==> src/hw/rtl/pslm_ram.sv <==
// Generic single-port RAM with registered read data.
// No dependencies.
module pslm_ram #(
  parameter int WIDTH = 8,
  parameter int DEPTH = 256
) (
  input  logic                     clk,
  input  logic                     we,
  input  logic [$clog2(DEPTH)-1:0] addr,
  input  logic [WIDTH-1:0]         wdata,
  output logic [WIDTH-1:0]         rdata
);
  logic [WIDTH-1:0] mem [DEPTH];
  always_ff @(posedge clk) begin
    if (we) begin
      mem[addr] <= wdata;
    end
    rdata <= mem[addr];
  end
endmodule

==> config.mk <==
export PLATFORM = sky130hd
export DESIGN_NAME = pslm_ram
export DESIGN_NICKNAME = d
export VERILOG_FILES = /design/src/hw/rtl/pslm_ram.sv
export SDC_FILE = /design/constraint.sdc
export NUM_CORES = 2
export LEC_CHECK = 0
export ABC_AREA = 0
export BUFFER_PORTS_ARGS = -buffer_cell sky130_fd_sc_hd__buf_4
export CORE_MARGIN = 2
export CORE_UTILIZATION = 45
export DETAILED_ROUTE_END_ITERATION = 8
export PLACE_DENSITY = 0.71
export SLEW_MARGIN = 20
export SYNTH_ARGS = -nofsm -noshare
export SYNTH_HDL_FRONTEND = slang
export SYNTH_SLANG_ARGS = --single-unit
==> constraint.sdc <==
create_clock -name clk -period 3.88 [get_ports clk]
set_input_delay 0.582 -clock clk [delete_from_list [all_inputs] [get_ports clk]]
set_output_delay 0.582 -clock clk [all_outputs]
set_load 0.01 [all_outputs]
==> out/qor.yml <==
timing:
  tightest_slew_ns: 1.107
  fmax_mhz: 324.5
  min_period_ns: 3.082
  setup_slack_ns: 0.7981
  holdWs_ns: 0.3208
  grt_setup_unrepaired: "no"
  drv_slew: 0
  fin_crit_sh_pct: 79.43
  clock_skew_ns: 0.03653
  finalSetupViolCount: 0
  hold_violations: 0
  relSlewSlack_pct: 25.23
drt:
  met2_length_um: 92920
  dr.pass1.iters: 6
  drtAntennaViolNets: 0
  vias: 39131
  drt-met1-wl_um: 72870
  routed_wl_um: 190100
  met3WireLength_um: 17730
  routedWlPerCell_um: 29.34
  drt_iter0_drc: 5291
  vias_per_cell: 6.042
  top_layer_used: "met4"
  drc: 0
power:
  powerDensity_nw_per_um2: 495.5
  vdd_drop_max_mv: 0.5147
  leakage_nw: 28.30
setup_path:
  regToRegStartpoint: "mem[123][3]"
  r2r_end: "rdata[3]"
  worstPathMaxFanout: 27
  crit_arrival_ns: 3.79
  critPathCaptureType: "flop"
  endpoint: "rdata[3]"
  reg2reg_slack_ns: 0.91
  critical_path_class: "primary input to flop"
  r2r_cells: 6
  start_kind: "primary input"
  crit_required_ns: 4.59
  crit_path_start: "addr[0]"
yosys:
  synth.area.top_cells: "edfxtp_1, mux4_2, a22oi_1"
  netlist_area_um2: 78490
  seq_area_frac_synth_pct: 78.55
  ys_ff_latch: 2056
  synth_most_common_cell: "edfxtp_1"
  syn_area_per_cell_um2: 22.13
  yosys_warnings: 0
  synth_edf_count: 2048
  yosysTopAreaCell: "edfxtp_1"
  synthTopCellsByCount: "edfxtp_1, mux4_2, a22oi_1, nor2_1, clkbuf_1"
  synth_top_area_share_pct: 78.35
  ys_types: 22
  yosys_most_used_dff: "edfxtp_1"
  synth_nets: 3565
  async_reset_ff_share_pct: 0
  synthCells: 3547
grt:
  grt_use_total_pct: 21.28
  antenna_found_initial: 3
  gr-total-overflow: 0
  grt_pass1_wl_um: 275800
  grt_pass1_vias: 39081
  grt_max_degree: 137
clock_tree:
  clkLatencyLatePin_ns: 0.85
  postCtsSetupBuffers: 0
  cts_resized: 0
  cts_hold_buffers: 0
  numCtsBuffers: 196
  cts.clk_slew.worst_paths_ns: 0.06
  cts.sinks: 2056
  htreeDepth: 4
  root_buffer: "clkbuf_16"
  cts_buffer_depth: 3
  tritoncts: "yes"
placed_design:
  hpwl_um: 116300
  dp_worst_setup_slack_ns: 0.05023
  dpl_cell_area_um2: 84580
  gp_congestion: 0.8584
  io_buffer_count: 25
floorplanning:
  die_y_um: 421.6
  die_x_um: 421.6
  core_um2: 173600
  die_area_um2: 177800
  io_pins: 26
  fp-row-count: 153
  floorplan.initialDensity_pct: 45.21
finish:
  fin_area_um2: 90690
  area_growth_syn_to_layout_pct: 15.53
  fin_util_pct: 52.23
  nets: 4015
  layout-drive-gt1-share_pct: 30.77
run_status:
  outcome: "complete, no violations"
min_path:
  hp-class: "primary input to flop"
run:
  drv_cap: 0
==> cell families (layout without fill, tap and decap cells) <==
family | Yosys count | after routing | share of synthesized area (%)
flops | 2056 | 2056 | 78.55
mux | 512 | 512 | 14.69
compound gates | 416 | 416 | 3.622
simple gates | 330 | 330 | 1.733
buf+inv | 233 | 836 | 1.401
other cells | 0 | 2 | 0
==> placed cells by master, fill, tap and decap left out, types with 28 or more instances in the layout <==
cell type / synthesis / layout
a21oi_1: 128 / 128
a22oi_1: 256 / 256
buf_12: 0 / 43
buf_4: 16 / 431
clkbuf_1: 145 / 39
clkbuf_16: 0 / 196
clkinv_1: 0 / 39
clkinv_2: 0 / 40
edfxtp_1: 2048 / 2048
mux4_2: 512 / 512
nand2_1: 28 / 28
nor2_1: 232 / 231
nor3_1: 30 / 28
o41ai_1: 32 / 32
==> layout make-up <==
class	instances	area (um^2)
Clock buffer	236	5065
Sequential cell	2056	61660
Timing Repair Buffer	484	4237
Multi-Input combinational cell	1258	15770
Clock inverter	115	1039
Antenna cell	2	5.005
Inverter	1	3.754
Tap cell	2325	2909
Fill cell	13097	82940
==> worst max-delay path: stages <==
cell and delay [ns]:
buf_8 0.39, buf_12 0.26, mux4_2 0.53, a22oi_1 0.39
a21oi_1 0.26, o41ai_1 1.03, buf_4 0.25, nand4_1 0.09
==> where the power goes <==
part / leakage [nW] / switching, mW / internal [mW]
Sequential: 18.5 / 0.0538 / 24.5
Clock: 2.98 / 8.12 / 10.1
Combinational: 6.85 / 1.35 / 0.793
==> metrics by stage <==
stage          total power, mW  TNS [ns]  instances
4_1_cts                  45.15         0       6475
3_3_place_gp             27.12  -0.01545       6124
5_1_grt                  46.12         0       6476
2_1_floorplan            26.06         0       3547
6_report                 44.93         0       6477
3_5_place_dp             27.15         0       6124
==> flip-flops by register name, indices dropped and copies added (netlist names) <==
name   flops
mem     2048
rdata      8
==> how the worst min path moves through the flow <==
stage,slack [ns],end,cells past startpoint,startpoint
2_1_floorplan,0.68,mem[0][0],0,wdata[0]
3_3_place_gp,1.0,rdata[4],5,mem[38][4]
3_5_place_dp,0.96,rdata[7],5,mem[39][7]
4_1_cts,0.28,mem[93][6],1,wdata[6]
5_1_grt,0.31,mem[84][6],1,wdata[6]
6_report,0.32,mem[93][6],1,wdata[6]
==> layer usage <==
metal / vias up / global-route usage, %
met1: 20764 / 29.65
li1: 15964 / -
met4: 0 / 7.778
met5: - / 0
met3: 300 / 4.123
met2: 2103 / 33.69
No activity file was read; power rests on OpenSTA's default activity.
